===== src/rtl/fourteen_segment_scan_driver_core_assert.svh =====
// Assertion macros for the fourteen-segment scan driver.
`ifndef FOURTEEN_SEGMENT_SCAN_DRIVER_CORE_ASSERT_SVH
`define FOURTEEN_SEGMENT_SCAN_DRIVER_CORE_ASSERT_SVH

// Checks that the consequent holds in the same cycle as the antecedent.
`define FSSD_ASSERT_NOW(lbl, ante, cons, msg) \
  lbl: assert property (@(posedge clk) disable iff (!rst_n) (ante) |-> (cons)) \
    else $error(msg);

// Checks that the consequent holds in the cycle after the antecedent.
`define FSSD_ASSERT_NEXT(lbl, ante, cons, msg) \
  lbl: assert property (@(posedge clk) disable iff (!rst_n) (ante) |=> (cons)) \
    else $error(msg);

`endif


===== src/rtl/fssd_pkg.sv =====
// Package of types, codes and the font table of the fourteen-segment scan driver.
`default_nettype none
package fssd_pkg;

  localparam int MAX_DIGIT_COUNT = 8;

  localparam logic [1:0] OP_TICK   = 2'd0;
  localparam logic [1:0] OP_CLEAR  = 2'd1;
  localparam logic [1:0] OP_APPEND = 2'd2;

  localparam logic [1:0] REG_DIGIT_COUNT  = 2'd0;
  localparam logic [1:0] REG_DISPLAY_TYPE = 2'd1;
  localparam logic [1:0] REG_TEST_MODE    = 2'd2;

  localparam logic [1:0] DT_COMMON_ANODE    = 2'd0;
  localparam logic [1:0] DT_CATHODE_DRIVER  = 2'd3;

  localparam logic [20:0] CODE_DOT   = 21'h2E;
  localparam logic [20:0] CODE_DASH  = 21'h2D;
  localparam logic [20:0] CODE_ZERO  = 21'h30;
  localparam logic [13:0] TEST_GLYPH  = 14'h3FFF;
  localparam logic [13:0] QUERY_GLYPH = 14'h3042;
  localparam logic [3:0]  NO_DIGIT    = 4'd8;
  localparam int          SEG_TOP     = 13;

  typedef struct packed {
    logic [3:0] digit_count;
    logic [1:0] display_type;
    logic       test_mode;
  } cfg_t;

  typedef struct packed {
    logic       emit;
    logic       lit;
    logic       on_line;
    logic [3:0] digit;
    logic       dp;
    logic       dash;
  } tick_t;

  function automatic logic [13:0] glyph_of(input logic [20:0] code, input logic test);
    logic [13:0] g;
    begin
      g = QUERY_GLYPH;
      if (test) begin
        g = (code == CODE_ZERO) ? TEST_GLYPH : 14'h0000;
      end else begin
        case (code)
          21'h20: g = 14'h0000;   21'h30: g = 14'h3F09;   21'h31: g = 14'h1808;
          21'h32: g = 14'h36C0;   21'h33: g = 14'h2CC8;   21'h34: g = 14'h19C0;
          21'h35: g = 14'h2DC0;   21'h36: g = 14'h2FC0;   21'h37: g = 14'h200A;
          21'h38: g = 14'h3FC0;   21'h39: g = 14'h3DC0;   21'h2D: g = 14'h00C0;
          21'h5F: g = 14'h0400;   21'h2B: g = 14'h00D2;   21'h3D: g = 14'h20C0;
          21'h7C: g = 14'h0012;   21'h2A: g = 14'h00FF;   21'h2F: g = 14'h0009;
          21'h3E: g = 14'h0021;   21'h3C: g = 14'h000C;   21'h3F: g = 14'h3042;
          21'h21: g = 14'h0410;   21'h40: g = 14'h3D42;   21'h23: g = 14'h3FD2;
          21'h2C: g = 14'h0001;   21'h60: g = 14'h0020;   21'h25: g = 14'h0909;
          21'h5E: g = 14'h3100;   21'h26: g = 14'h279E;   21'h28: g = 14'h000C;
          21'h29: g = 14'h0021;   21'h7B: g = 14'h1840;   21'h7D: g = 14'h0380;
          21'h5B: g = 14'h2700;   21'h5D: g = 14'h3C00;   21'h7E: g = 14'h0A84;
          21'h22: g = 14'h1100;   21'h20AC: g = 14'h2780; 21'hA2: g = 14'h2712;
          21'h24: g = 14'h2DD2;   21'hB0: g = 14'h31C0;   21'hA3: g = 14'h2780;
          21'h204B: g = 14'h3352; 21'h20A9: g = 14'h1BC5;
          21'h41: g = 14'h1849;   21'h61: g = 14'h3EC0;   21'h42: g = 14'h3C52;
          21'h62: g = 14'h0FC0;   21'h43: g = 14'h2700;   21'h63: g = 14'h06C0;
          21'h44: g = 14'h3C12;   21'h64: g = 14'h1EC0;   21'h45: g = 14'h27C0;
          21'h65: g = 14'h2788;   21'h46: g = 14'h23C0;   21'h66: g = 14'h2380;
          21'h47: g = 14'h2F40;   21'h67: g = 14'h3C60;   21'h48: g = 14'h1BC0;
          21'h68: g = 14'h0BC0;   21'h49: g = 14'h2412;   21'h69: g = 14'h2002;
          21'h4A: g = 14'h1C00;   21'h6A: g = 14'h1E00;   21'h4B: g = 14'h038C;
          21'h6B: g = 14'h038C;   21'h4C: g = 14'h0700;   21'h6C: g = 14'h0012;
          21'h4D: g = 14'h1B28;   21'h6D: g = 14'h0AC2;   21'h4E: g = 14'h1B24;
          21'h6E: g = 14'h0AC0;   21'h4F: g = 14'h3F00;   21'h6F: g = 14'h0EC0;
          21'h50: g = 14'h33C0;   21'h70: g = 14'h33C0;   21'h51: g = 14'h3F04;
          21'h71: g = 14'h39C0;   21'h52: g = 14'h33C4;   21'h72: g = 14'h02C0;
          21'h53: g = 14'h2DC0;   21'h73: g = 14'h2DC0;   21'h54: g = 14'h2012;
          21'h74: g = 14'h07C0;   21'h55: g = 14'h1F00;   21'h75: g = 14'h0E00;
          21'h56: g = 14'h0309;   21'h76: g = 14'h0309;   21'h57: g = 14'h1B05;
          21'h77: g = 14'h0E02;   21'h58: g = 14'h002D;   21'h78: g = 14'h002D;
          21'h59: g = 14'h002A;   21'h79: g = 14'h1DC0;   21'h5A: g = 14'h2409;
          21'h7A: g = 14'h2409;   21'hD7: g = 14'h002D;   21'h3BC: g = 14'h03D0;
          21'hB5: g = 14'h03D0;   21'h23FB: g = 14'h0ED0; 21'hB1: g = 14'h04D2;
          21'hA5: g = 14'h00EA;   21'h3A9: g = 14'h31C5;
          default: g = QUERY_GLYPH;
        endcase
      end
      return g;
    end
  endfunction

endpackage
`default_nettype wire


===== src/rtl/fssd_cfg.sv =====
// Configuration registers of the scan driver behind an APB-style port.
`default_nettype none
module fssd_cfg
  import fssd_pkg::*;
(
  input  wire logic        clk,
  input  wire logic        rst_n,
  input  wire logic        psel,
  input  wire logic        penable,
  input  wire logic        pwrite,
  input  wire logic [3:0]  paddr,
  input  wire logic [31:0] pwdata,
  output logic      [31:0] prdata,
  output logic             pready,
  output cfg_t             cfg
);

  cfg_t       cfg_r;
  logic [1:0] idx;
  logic       wr;

  assign idx    = paddr[3:2];
  assign wr     = psel & penable & pwrite;
  assign pready = 1'b1;
  assign cfg    = cfg_r;

  always_ff @(posedge clk) begin
    if (!rst_n) begin
      cfg_r.digit_count  <= 4'd8;
      cfg_r.display_type <= DT_COMMON_ANODE;
      cfg_r.test_mode    <= 1'b0;
    end else if (wr) begin
      unique case (idx)
        REG_DIGIT_COUNT:  cfg_r.digit_count  <= pwdata[3:0];
        REG_DISPLAY_TYPE: cfg_r.display_type <= pwdata[1:0];
        REG_TEST_MODE:    cfg_r.test_mode    <= pwdata[0];
        default: ;
      endcase
    end
  end

  always_comb begin
    unique case (idx)
      REG_DIGIT_COUNT:  prdata = {28'd0, cfg_r.digit_count};
      REG_DISPLAY_TYPE: prdata = {30'd0, cfg_r.display_type};
      REG_TEST_MODE:    prdata = {31'd0, cfg_r.test_mode};
      default:          prdata = 32'd0;
    endcase
  end

endmodule
`default_nettype wire


===== src/rtl/fssd_store.sv =====
// Character store memory with a registered, write-through read port.
`default_nettype none
module fssd_store
  import fssd_pkg::*;
#(
  parameter int STORE_DEPTH = 16,
  parameter int AW = 4
) (
  input  wire logic          clk,
  input  wire logic          we,
  input  wire logic [AW-1:0] waddr,
  input  wire logic [20:0]   wdata,
  input  wire logic [AW-1:0] raddr,
  output logic      [20:0]   rdata
);

  logic [20:0] mem [STORE_DEPTH];
  logic [20:0] rdata_r;

  assign rdata = rdata_r;

  always_ff @(posedge clk) begin
    if (we) begin
      mem[waddr] <= wdata;
    end
  end

  always_ff @(posedge clk) begin
    if (we && (waddr == raddr)) begin
      rdata_r <= wdata;
    end else begin
      rdata_r <= mem[raddr];
    end
  end

endmodule
`default_nettype wire


===== src/rtl/fssd_ctrl.sv =====
// Buffer and scan position state, append handling and the per-tick digit choice.
`default_nettype none
module fssd_ctrl
  import fssd_pkg::*;
#(
  parameter int STORE_DEPTH = 16,
  parameter int AW = 4
) (
  input  wire logic          clk,
  input  wire logic          rst_n,
  input  wire logic          accept,
  input  wire logic [1:0]    opcode,
  input  wire logic [20:0]   char_code,
  input  wire logic [3:0]    digit_count,
  output tick_t              tick,
  output logic               we,
  output logic      [AW-1:0] waddr,
  output logic      [20:0]   wdata,
  output logic      [AW-1:0] raddr
);

  localparam int PW = $clog2(STORE_DEPTH + 1);
  localparam int DW = $clog2(MAX_DIGIT_COUNT + 1);
  localparam int SW = ((PW > DW) ? PW : DW) + 2;

  typedef struct packed {
    logic          blank;
    logic [PW-1:0] rp;
    logic [PW-1:0] sp;
  } pick_t;

  logic [PW-1:0]          len_r, len_nxt, gc_r, gc_nxt;
  logic [PW-1:0]          rp_r, rp_nxt, sp_r, sp_nxt;
  logic [STORE_DEPTH-1:0] dots_r, dots_nxt;
  logic                   ovf_r, ovf_nxt;
  logic [DW-1:0]          dc;
  logic [PW-1:0]          fill_n;
  logic [SW-1:0]          dig;
  pick_t                  cur, nxt;
  logic                   outside, full;

  function automatic logic dot_at(input logic [PW-1:0] i, input logic [PW-1:0] len,
                                  input logic [STORE_DEPTH-1:0] dots);
    return (i < len) && dots[i[AW-1:0]];
  endfunction

  function automatic pick_t pick(input logic [PW-1:0] rp, input logic [PW-1:0] sp,
                                 input logic [PW-1:0] len,
                                 input logic [STORE_DEPTH-1:0] dots);
    pick_t         p;
    logic [PW-1:0] rp1, sp1, rp2;
    begin
      rp1 = (rp >= len) ? '0 : rp;
      sp1 = (rp >= len) ? '0 : sp;
      rp2 = rp1 + PW'(dot_at(rp1, len, dots));
      if (rp2 >= len) begin
        p.rp = PW'(dot_at('0, len, dots));
        p.sp = '0;
      end else begin
        p.rp = rp2;
        p.sp = sp1;
      end
      p.blank = (p.rp >= len);
      return p;
    end
  endfunction

  always_comb begin
    if (digit_count == 4'd0) begin
      dc = DW'(1);
    end else if (int'(digit_count) > MAX_DIGIT_COUNT) begin
      dc = DW'(MAX_DIGIT_COUNT);
    end else begin
      dc = DW'(digit_count);
    end
    fill_n = (int'(dc) < STORE_DEPTH) ? PW'(dc) : PW'(STORE_DEPTH);
  end

  assign cur     = pick(rp_r, sp_r, len_r, dots_r);
  assign dig     = SW'(cur.sp) + SW'(dc) - SW'(gc_r);
  assign outside = dig[SW-1] || (dig >= SW'(dc));
  assign full    = ((char_code != CODE_DOT) && ((SW'(gc_r) + SW'(1)) > SW'(dc)))
                   || (int'(len_r) >= STORE_DEPTH);

  always_comb begin
    len_nxt  = len_r;
    gc_nxt   = gc_r;
    rp_nxt   = rp_r;
    sp_nxt   = sp_r;
    dots_nxt = dots_r;
    ovf_nxt  = ovf_r;
    we       = 1'b0;
    waddr    = len_r[AW-1:0];
    wdata    = char_code;
    tick     = '0;
    tick.digit = NO_DIGIT;
    if (accept) begin
      case (opcode)
        OP_CLEAR: begin
          len_nxt   = '0;
          gc_nxt    = '0;
          rp_nxt    = '0;
          sp_nxt    = '0;
          ovf_nxt   = 1'b0;
          tick.emit = 1'b1;
        end
        OP_APPEND: begin
          if ((char_code != 21'd0) && !ovf_r) begin
            if (full) begin
              ovf_nxt  = 1'b1;
              len_nxt  = fill_n;
              gc_nxt   = fill_n;
              dots_nxt = '0;
            end else begin
              we       = 1'b1;
              dots_nxt[len_r[AW-1:0]] = (char_code == CODE_DOT);
              len_nxt  = len_r + PW'(1);
              gc_nxt   = gc_r + PW'(char_code != CODE_DOT);
              rp_nxt   = '0;
              sp_nxt   = '0;
            end
          end
        end
        OP_TICK: begin
          tick.emit = 1'b1;
          if (len_r != '0) begin
            if (cur.blank) begin
              rp_nxt = cur.rp;
              sp_nxt = cur.sp;
            end else begin
              rp_nxt  = cur.rp + PW'(1);
              sp_nxt  = cur.sp + PW'(1);
              if (!outside) begin
                tick.lit     = 1'b1;
                tick.digit   = dig[3:0];
                tick.on_line = (dig < SW'(8));
                tick.dp      = dot_at(cur.rp + PW'(1), len_r, dots_r);
                tick.dash    = ovf_r;
              end
            end
          end
        end
        default: ;
      endcase
    end
  end

  assign nxt   = pick(rp_nxt, sp_nxt, len_nxt, dots_nxt);
  assign raddr = nxt.rp[AW-1:0];

  always_ff @(posedge clk) begin
    if (!rst_n) begin
      len_r  <= '0;
      gc_r   <= '0;
      rp_r   <= '0;
      sp_r   <= '0;
      dots_r <= '0;
      ovf_r  <= 1'b0;
    end else begin
      len_r  <= len_nxt;
      gc_r   <= gc_nxt;
      rp_r   <= rp_nxt;
      sp_r   <= sp_nxt;
      dots_r <= dots_nxt;
      ovf_r  <= ovf_nxt;
    end
  end

endmodule
`default_nettype wire


===== src/rtl/fourteen_segment_scan_driver_core.sv =====
// Top level of the fourteen-segment scan driver: control, store and result register.
// A new word can follow each accepted one while in_stall is low; a scan tick or a
// clear has its result in the output register in the cycle after acceptance, and
// an append gives none. The character shown on a tick is read from the store in the
// cycle before, at an address worked out from the state left by the previous word,
// so the single store read port allows one word per cycle while in_stall is low.
`default_nettype none
module fourteen_segment_scan_driver_core
  import fssd_pkg::*;
#(
  parameter int STORE_DEPTH = 16
) (
  input  wire logic        clk,
  input  wire logic        rst_n,
  input  wire logic        in_valid,
  output logic             in_stall,
  input  wire logic [1:0]  in_opcode,
  input  wire logic [20:0] in_char_code,
  output logic             out_valid,
  input  wire logic        out_stall,
  output logic      [7:0]  out_digit_lines,
  output logic      [14:0] out_segment_lines,
  output logic      [3:0]  out_lit_digit,
  input  wire logic        psel,
  input  wire logic        penable,
  input  wire logic        pwrite,
  input  wire logic [3:0]  paddr,
  input  wire logic [31:0] pwdata,
  output logic      [31:0] prdata,
  output logic             pready
);

  `include "fourteen_segment_scan_driver_core_assert.svh"

  localparam int AW = (STORE_DEPTH > 1) ? $clog2(STORE_DEPTH) : 1;

  cfg_t         cfg;
  tick_t        tick;
  logic         accept, we;
  logic [AW-1:0] waddr, raddr;
  logic [20:0]  wdata, rdata, code;
  logic [13:0]  glyph;
  logic [14:0]  segs_on;
  logic [7:0]   digs_on;
  logic         seg_on_hi, dig_on_hi;
  logic         out_valid_r, out_valid_nxt;
  logic [7:0]   digit_lines_r;
  logic [14:0]  segment_lines_r;
  logic [3:0]   lit_digit_r;

  assign in_stall = out_valid_r & out_stall;
  assign accept   = in_valid & ~in_stall;

  fssd_cfg u_cfg (
    .clk, .rst_n, .psel, .penable, .pwrite, .paddr, .pwdata, .prdata, .pready, .cfg
  );

  fssd_ctrl #(
    .STORE_DEPTH(STORE_DEPTH), .AW(AW)
  ) u_ctrl (
    .clk, .rst_n, .accept, .opcode(in_opcode), .char_code(in_char_code),
    .digit_count(cfg.digit_count), .tick, .we, .waddr, .wdata, .raddr
  );

  fssd_store #(.STORE_DEPTH(STORE_DEPTH), .AW(AW)) u_store (
    .clk, .we, .waddr, .wdata, .raddr, .rdata
  );

  assign code      = tick.dash ? CODE_DASH : rdata;
  assign glyph     = glyph_of(code, cfg.test_mode);
  assign seg_on_hi = cfg.display_type[0];
  assign dig_on_hi = (cfg.display_type == DT_COMMON_ANODE) ||
                     (cfg.display_type == DT_CATHODE_DRIVER);

  always_comb begin
    segs_on = '0;
    if (tick.lit) begin
      for (int k = 0; k <= SEG_TOP; k++) begin
        segs_on[k] = glyph[SEG_TOP - k];
      end
      segs_on[14] = tick.dp;
    end
    digs_on = tick.on_line ? (8'd1 << tick.digit[2:0]) : 8'd0;
  end

  always_comb begin
    out_valid_nxt = out_valid_r & out_stall;
    if (accept && tick.emit) begin
      out_valid_nxt = 1'b1;
    end
  end

  always_ff @(posedge clk) begin
    if (!rst_n) begin
      out_valid_r <= 1'b0;
    end else begin
      out_valid_r <= out_valid_nxt;
    end
  end

  always_ff @(posedge clk) begin
    if (accept && tick.emit) begin
      digit_lines_r   <= dig_on_hi ? digs_on : ~digs_on;
      segment_lines_r <= seg_on_hi ? segs_on : ~segs_on;
      lit_digit_r     <= tick.digit;
    end
  end

  assign out_valid         = out_valid_r;
  assign out_digit_lines   = digit_lines_r;
  assign out_segment_lines = segment_lines_r;
  assign out_lit_digit     = lit_digit_r;

  `FSSD_ASSERT_NEXT(a_clear_blank, accept && (in_opcode == OP_CLEAR),
    out_valid && (out_lit_digit == NO_DIGIT), "clear did not give a blank word")
  `FSSD_ASSERT_NOW(a_blank_lines, out_valid && (out_lit_digit == NO_DIGIT),
    (out_digit_lines == 8'h00) || (out_digit_lines == 8'hFF), "blank word lights a digit")
  `FSSD_ASSERT_NOW(a_one_digit, out_valid && (out_lit_digit < 4'd8),
    ($countones(out_digit_lines) == 1) || ($countones(out_digit_lines) == 7),
    "lit word does not select exactly one digit")

endmodule
`default_nettype wire

===== config.mk =====
export PLATFORM = sky130hd
export DESIGN_NAME = fourteen_segment_scan_driver_core
export DESIGN_NICKNAME = d
export VERILOG_FILES = /design/src/rtl/fssd_pkg.sv /design/src/rtl/fssd_cfg.sv /design/src/rtl/fssd_store.sv /design/src/rtl/fssd_ctrl.sv /design/src/rtl/fourteen_segment_scan_driver_core.sv
export VERILOG_INCLUDE_DIRS = /design/src /design/src/rtl
export SDC_FILE = /design/constraint.sdc
export NUM_CORES = 1
export LEC_CHECK = 0
export BUFFER_PORTS_ARGS = -buffer_cell sky130_fd_sc_hd__buf_2
export CORE_MARGIN = 4
export CORE_UTILIZATION = 55
export DETAILED_ROUTE_END_ITERATION = 16
export GPL_TIMING_DRIVEN = 0
export PLACE_DENSITY = 0.78
export SETUP_SLACK_MARGIN = 0.2
export SKIP_LAST_GASP = 1
export SLEW_MARGIN = 20
export SYNTH_ARGS = -nofsm -noshare
export SYNTH_HDL_FRONTEND = slang
export SYNTH_SLANG_ARGS = --single-unit
export TNS_END_PERCENT = 1

===== constraint.sdc =====
create_clock -name clk -period 10.22 [get_ports clk]
set_clock_uncertainty 0.1 [all_clocks]
set_input_delay 0.511 -clock clk [delete_from_list [all_inputs] [get_ports clk]]
set_output_delay 0.511 -clock clk [all_outputs]
set_load 0.02 [all_outputs]

* Yosys cells after proc, flatten, opt, wreduce, memory -nomap -nowiden
Memories as Yosys holds them, arrays and structs flattened. A register that Yosys moved wholly into a read port is not among the register bits. Index checks and enable logic that the tools add are counted.
Operators by class: add/subtract/negate cells 9, $lt $le $gt $ge 20, eq/ne operators 111, shift operators 1, muxes and demuxes 65, bitwise logic cells 10, reductions and logical operators 39
Operators with widths (number):
- $eq A21 B7 Y1 const B | 62
- $pmux W14 S88 | 1
- $eq A21 B6 Y1 const B | 28
- $eq A21 B8 Y1 const B | 7
- $mux W5 | 19
- $eq A21 B14 Y1 const B | 4
- $mux W16 | 4
- $mux W8 | 6
- $eq A21 B10 Y1 const B | 2
- $mux W15 | 2
- $pmux W5 S3 | 2
- $mux W14 | 2
- $ge A5 B5 Y1 | 5
- $reduce_or A2 Y1 | 11
- $mux W21 | 1
- $ne A21 B6 Y1 const B | 1
- $reduce_bool A21 Y1 | 1
- $lt A4 B5 Y1 const B | 4
- $pmux W5 S2 | 2
- $mux W9 | 2
- $bwmux W16 | 1
- $add A5 B1 Y5 | 3
- $add A5 B1 Y5 const B | 3
- $lt A5 B5 Y1 | 3
- other kinds (37) | 79
Storage, ports and cells: flip-flop bits (word level) 72, RAM bits 336, bits of input ports 66, output and inout port bits 62, word-level logic and storage cells 270, memories 1
Memory list:
- u_store.mem | depth 16, width 21, read ports 1, clocked after Yosys merged registers in 1, write ports 1, RTL line fssd_store.sv:17 | logic [20:0] mem [STORE_DEPTH];

* Logic depth before layout (Yosys ltp)
Gate-level depths: netlist of run 1.
depth in word-level cells 25, depth in mapped cells 59, gate-level depth less buffers 52

* Cells and area by module
Synthesis of run 1 repeated with hierarchy kept, for this count alone.
Unflattened totals: cells, all modules 1733, area, all modules 22276.4 um2
By module, submodules not included:
- fssd_store | times used 1, cells an instance 540, area each 12937.4 um2, seq. area each 10169.8 um2
- fssd_ctrl | times used 1, cells an instance 612, area each 4738.3 um2, seq. area each 740.7 um2
- fourteen_segment_scan_driver_core | times used 1, cells an instance 512, area each 4000.1 um2, seq. area each 830.8 um2
- fssd_cfg | times used 1, cells an instance 69, area each 600.6 um2, seq. area each 140.1 um2

* Least setup slack after synthesis of run 1
No wires, ideal clock.
kind register -> register, start register u_ctrl.len_r[4], end register with a tool-made name, setup time 0.135 ns, arrival 10.403 ns, required time 9.985 ns, slack -0.418 ns, stages on the path, launching flop included 58, path buffers 6, clock period less this slack 10.638 ns, cells stage by stage dfxtp_1 clkbuf_1 buf_1 inv_1 ha_1 a211oi_1 o21a_1 or2_2 clkbuf_1 nand2_1 inv_1 nor2_1 a21oi_1 a21oi_1 mux4_2 and3b_1 ha_1 ha_1 (+22 left out) nor2_1 and2_1 clkbuf_1 ha_1 a21oi_1 nor2b_1 o31a_1 nor3_1 ha_1 ha_1 ha_1 a21o_1 a21oi_1 nor2b_1 o21ai_0 nand2b_1 o311ai_0 o21ai_0
RTL lines:
- start: declaration | RTL line fssd_ctrl.sv:32 | logic [PW-1:0] len_r, len_nxt, gc_r, gc_nxt;
- start signal: assignment | RTL line fssd_ctrl.sv:160 | len_r <= len_nxt;

==> results.toml, run 1 <==
[outcome]
status = "completed"

[cells_and_area]
areaGrowthSynthToFinish_pct = 17.6
nets = 2082
instances_no_fill = 2493
regArea_mm2 = 0.0119
antenna_cells = 0
multiInputGateArea_mm2 = 0.00920
drive_above_1_share_pct = 20.8
fillers = 2742

[setup_path]
critical_path_buf_inv_count = 8
startpoint_type = "register"
cp-end-kind = "register"
slowest_delay_ns = 0.62
crit_slowest_cell = "o21ai_1"
critPathArrivalTime_ns = 10.19
crit_required_ns = 10.56
crit_family = "compound AO/OA/AOI/OAI gates"
cp_max_fo = 7
crit_type = "register to register"

[placed_design]
dp_cells = 2379
dp_hpwl_mm = 44.1
gp_congestion = 1.01
port_buffers = 66

[detailed_routing]
drc = 0
final_antenna_net_count = 0
drt-vias-per-instance = 6.57
routedWlPerCell_um = 25.9
routed-via-count = 16400
drt-total-wl_mm = 64.7
drt_iter0_drc = 1636
firstDrtPassIters = 6

[clocking]
cts_hold_buf = 0
clkTransAtPathRegs_ns = 0.06
cts_root_buf = "clkbuf_16"
cts.path.max_buffers = 3
h-tree-depth = 2
insertion_delay_ns = 0.59
cts_made_buffers = 42
cts.sinks = 412
cts_tree = "yes"

[logic_synthesis]
yosysTopAreaCellShare_pct = 50.8
synth.most_common_cell = "edfxtp_1"
yosys-top-cells-count = "edfxtp_1 (363), nor2_1 (136), nand2_1 (131), ha_1 (72)"
synth-edff-count = 363
syn-cell-area_mm2 = 0.0215
yosys.cell_types.count = 94
ys_async_sr_fraction_pct = 0
avgSynthCellArea_um2 = 12.2
ys_ff_latch = 412
yosysTopAreaCell = "edfxtp_1"
yosysSeqAreaShare_pct = 55.4
ys_top_cells_by_area = "edfxtp_1 (51%), dfxtp_1 (4.6%), ha_1 (4.2%)"
synthCells = 1753
synthFlopType = "edfxtp_1"
yosys_warnings = 0

[sta]
tns_ns = 0
period_minus_slack_ns = 9.85
fin_hold_ws_ns = 0.0740
max_slew_margin_pct = 17.1
tightest_slew_ns = 1.23
max_freq_ghz = 0.102
maxSlewViolCount = 0
setup_viol = 0
rsz0062_at_grt = "true"
min_period_over_period_pct = 96.4
hold_viol = 0

[die]
dieArea_mm2 = 0.0422
die_h_um = 206
pin_count = 128
core_mm2 = 0.0386
num_rows = 72
die_w_um = 206
initial_core_util_pct = 55.5

[power_and_ir_drop]
total_power_uw = 3540
power.density_mw_per_mm2 = 140
peakVddDrop_uv = 178
leakage_uw = 0.00858

[hold_path]
hold_path.class = "input pin to register"

[global_routing]
overflow = 0
grt_use_total_pct = 29.9
grt_max_degree = 29
grt_first_pass_wirelength_mm = 95.4
grt_pass1_vias = 15700
antenna_found_initial = 0

[run]
maxCapViolations = 0
[cells in the final DEF, fill, tap and decap left out, drive strengths merged, types with 9 or more instances in the layout]
cell	netlist	final
a22oi	9	9
and4	11	11
or3	13	13
dfxtp	49	49
inv	50	53
and3	14	14
nor4	36	36
mux2i	26	26
nand4	45	45
o22ai	16	16
xnor2	38	38
nor3	36	36
nor2	137	137
a21o	10	10
buf	65	189
a21oi	71	71
nand3	45	45
edfxtp	363	363
and2	48	48
or4	13	13
o21ai	76	76
conb	2	29
a32oi	12	12
nand2	132	132
nor2b	22	22
ha	72	72
clkinv	3	17
clkbuf	57	103
a211oi	24	24
a31oi	28	28
o211ai	19	19
a221oi	12	12
a21boi	9	9
mux4	55	55
nand2b	10	10
[metal layers]
layer / vias up / track usage, % / wire (µm)
li1: 7167 / - / -
met1: 8009 / 39.6 / 24800
met2: 964 / 49.1 / 30700
met3: 227 / 5.03 / 5910
met4: 0 / 12.8 / 3290
met5: - / 0 / 0
[cell type report]
cell class	instances	area share, %
buffer	123	3.59
clock buffer	52	4.40
clock inverter	25	1.11
inverter	53	0.883
multi-input combinational	1192	36.4
sequential	412	47.1
tap	518	2.57
timing repair buffer	118	3.85
[cell families (layout without fill, tap and decap cells)]
group | count (synthesis) | in the layout | synth area share, %
multiplexers | 87 | 87 | 7.79
XOR/XNOR | 46 | 46 | 1.88
other | 2 | 29 | 0.0350
flip-flops | 412 | 412 | 55.4
adder cells (fa/ha/maj) | 74 | 74 | 4.39
AO/OA/AOI/OAI | 365 | 365 | 11.5
AND/OR/NAND/NOR | 591 | 591 | 14.4
buffers and inverters | 176 | 371 | 4.60
[metrics by stage]
step	instance area [µm²]	util [%]	setup WS (ns)
CTS	24700	63.9	0.0902
global route	25200	65.3	0.0917
detailed placement	23000	59.6	-1.66
global placement	22500	58.3	-1.58
finish	25200	65.3	0.368
floorplan	21600	-	0.226
[worst paths after layout]
path / end / startpoint / depth (start not counted) / slack (ns)
setup / recovery: register / u_ctrl.len_r[3]$_SDFF_PN0_ / 52 / 0.37
hold / removal: u_cfg.cfg[6]$_SDFFE_PN1P_ / pwdata[3] / 3 / 0.07
setup reg to reg: register / u_ctrl.len_r[3]$_SDFF_PN0_ / 52 / 0.37
hold reg to reg: register / register / 2 / 0.44
[power by group]
part           switching, µW  internal (µW)  total, µW
combinational            107           46.1        153
clock                    661            886       1550
sequential              3.29           1840       1840
total                    772           2770       3540
[what timing repair did]
item | in CTS | in global routing
setup buffers | 14 | 21
gates cloned | 0 | 2
setup endpoints to repair | 18 | 18
pin swaps | 7 | 22
gates resized for setup | 56 | 73
[registers in the layout, indices dropped and copies added (netlist names), named ones only]
register and flops:
out_digit_lines 8, out_lit_digit 4, out_segment_lines 15, out_valid 1, u_cfg.cfg 7, u_ctrl.dots_r 16
u_ctrl.gc_r 5, u_ctrl.len_r 5, u_ctrl.ovf_r 1, u_ctrl.rp_r 5, u_store.mem 336
[worst min-delay path, stage by stage]
cell and delay (ns):
buf_2 0.09, mux2i_1 0.06, nand2_1 0.06
(Power assumes the default switching activity.)
==> run 2, diff against run 1 <==
CORE_UTILIZATION = 56   (was 55)
PLACE_DENSITY = 0.77   (was 0.78)
==> run 2 against run 1 <==
Compared with the run above:
- cell area up 0.24%
- largest power group unchanged
- count of clock-buffer cells in the layout fell by 4
- clock power is 7% higher
- fmax down 0.44%
- non-clock buffer count is 3 lower
- via count grew 0.59%
- register-to-register slack worse by 0.04 ns
==> results.toml, run 2 (synthesis results as in run 1) <==
[clocking]
cts_tree = "yes"
cts.path.max_buffers = 3
cts.sinks = 412
cts_hold_buf = 0
h-tree-depth = 2
cts_made_buffers = 43
cts_root_buf = "clkbuf_16"
insertion_delay_ns = 0.58
clkTransAtPathRegs_ns = 0.06

[sta]
maxSlewViolCount = 0
fin_hold_ws_ns = 0.0887
setup_viol = 0
min_period_over_period_pct = 96.8
max_slew_margin_pct = 28.3
period_minus_slack_ns = 9.89
hold_viol = 0
max_freq_ghz = 0.101
tightest_slew_ns = 1.06

[power_and_ir_drop]
peakVddDrop_uv = 172
power.density_mw_per_mm2 = 144
leakage_uw = 0.00863

[detailed_routing]
firstDrtPassIters = 7
final_antenna_net_count = 0
drt-vias-per-instance = 6.63
routedWlPerCell_um = 26.5
drc = 0
drt_iter0_drc = 1803
routed-via-count = 16500
drt-total-wl_mm = 65.9

[hold_path]
holdPathStages = 3
min_from = "pwdata[3]"
whs_endpoint = "u_cfg.cfg[6]$_SDFFE_PN1P_"
hold_path.class = "input pin to register"

[run]
maxCapViolations = 0

[setup_path]
worst-r2r-setup-slack_ns = 0.33
timing.rr.start = "u_ctrl.len_r[4]$_SDFF_PN0_"
cp_max_fo = 10
slowest_delay_ns = 0.37
crit_type = "register to register"
crit_required_ns = 10.56
startpoint_type = "register"
crit_slowest_cell = "dfxtp_4"
path_common_cell = "ha_4"
cp-end-kind = "register"
r2r_cells = 55
crit_start = "u_ctrl.len_r[4]$_SDFF_PN0_"
critPathArrivalTime_ns = 10.24

[die]
pin_count = 128
num_rows = 71
die_h_um = 204
die_w_um = 204
core_mm2 = 0.0378
dieArea_mm2 = 0.0415
initial_core_util_pct = 56.8

[cells_and_area]
fin_area_mm2 = 0.0253
drive_above_1_share_pct = 20.9
largest-register = "u_store.mem"
final_common_cell = "edfxtp_1"
layout_common_cells = "edfxtp_1 (363), nand2_1 (129), nor2_1 (118), buf_2 (79), buf_4 (74)"
largest_register_ffs = 336
antenna_cells = 0
multiInputGateArea_mm2 = 0.00918
regArea_mm2 = 0.0119
nets = 2080
fillers = 2640
areaGrowthSynthToFinish_pct = 17.8

[global_routing]
overflow = 0
grt_max_degree = 29
grt_pass1_vias = 15800
grt_first_pass_wirelength_mm = 97.9
antenna_found_initial = 1
grt_use_total_pct = 30.9

[placed_design]
port_buffers = 66
dp_hpwl_mm = 44.4
place_area_mm2 = 0.0230
gp_congestion = 0.979

[outcome]
status = "completed"
[run 2: per-layer routing]
metal / track usage, % / share of wire [%] / wire length [µm]
met5: 0 / 0 / 0
met4: 11.5 / 4.0 / 2650
met3: 5.06 / 9.2 / 6050
met2: 50.8 / 48 / 31800
met1: 42.0 / 39 / 25400
[run 2: worst max path at each step]
stage | end | depth (start not counted)
final | register | 55
after global routing | register | 57
after CTS | out_segment_lines[6]$_DFFE_PP_ | 44
after global placement | register | 56
after floorplan | register | 57
after detailed placement | register | 56
[run 2: area by class of cell]
cell class | instances | share of cell area, %
clock inverter | 30 | 1.62
clock buffer | 48 | 4.33
multi-input combinational | 1192 | 36.3
sequential | 412 | 47.0
buffer | 123 | 3.57
tap | 511 | 2.53
timing repair buffer | 115 | 3.73
inverter | 53 | 0.881
[run 2: where the power goes]
part	internal (µW)	switching, µW
combinational	44.6	106
sequential	1840	3.15
clock	986	672
total	2870	782
[run 2: stage by stage]
stage	setup TNS (ns)	total power (µW)	worst slack (ns)	util [%]	instances
after floorplan	0	1960	0.226	-	1780
after global placement	-16.61	2010	-1.56	59.7	2357
after detailed placement	-16.11	2020	-1.64	60.9	2369
after CTS	0	3650	0.151	65.8	2464
after global routing	-0.370	3760	-0.112	67.0	2484
final	0	3650	0.325	67.0	2484
[run 2: repair_timing]
action,4_1_cts,5_1_grt
cloned,0,1
pin swaps,8,27
resized for setup,58,75
setup buffers,17,19
setup endpoints to repair,18,17
[run 2: worst max-delay path: cells and delay by family (launching register included)]
kind                       cells  cell delay [ns]
and+or+nand+nor               13             1.95
muxes                          1             0.24
DFF                            1             0.37
adders and majority gates     11             2.54
buffers and inverters          9             1.22
xor gates and xnor gates       1             0.20
AOI/OAI and AO/OA             20             3.13
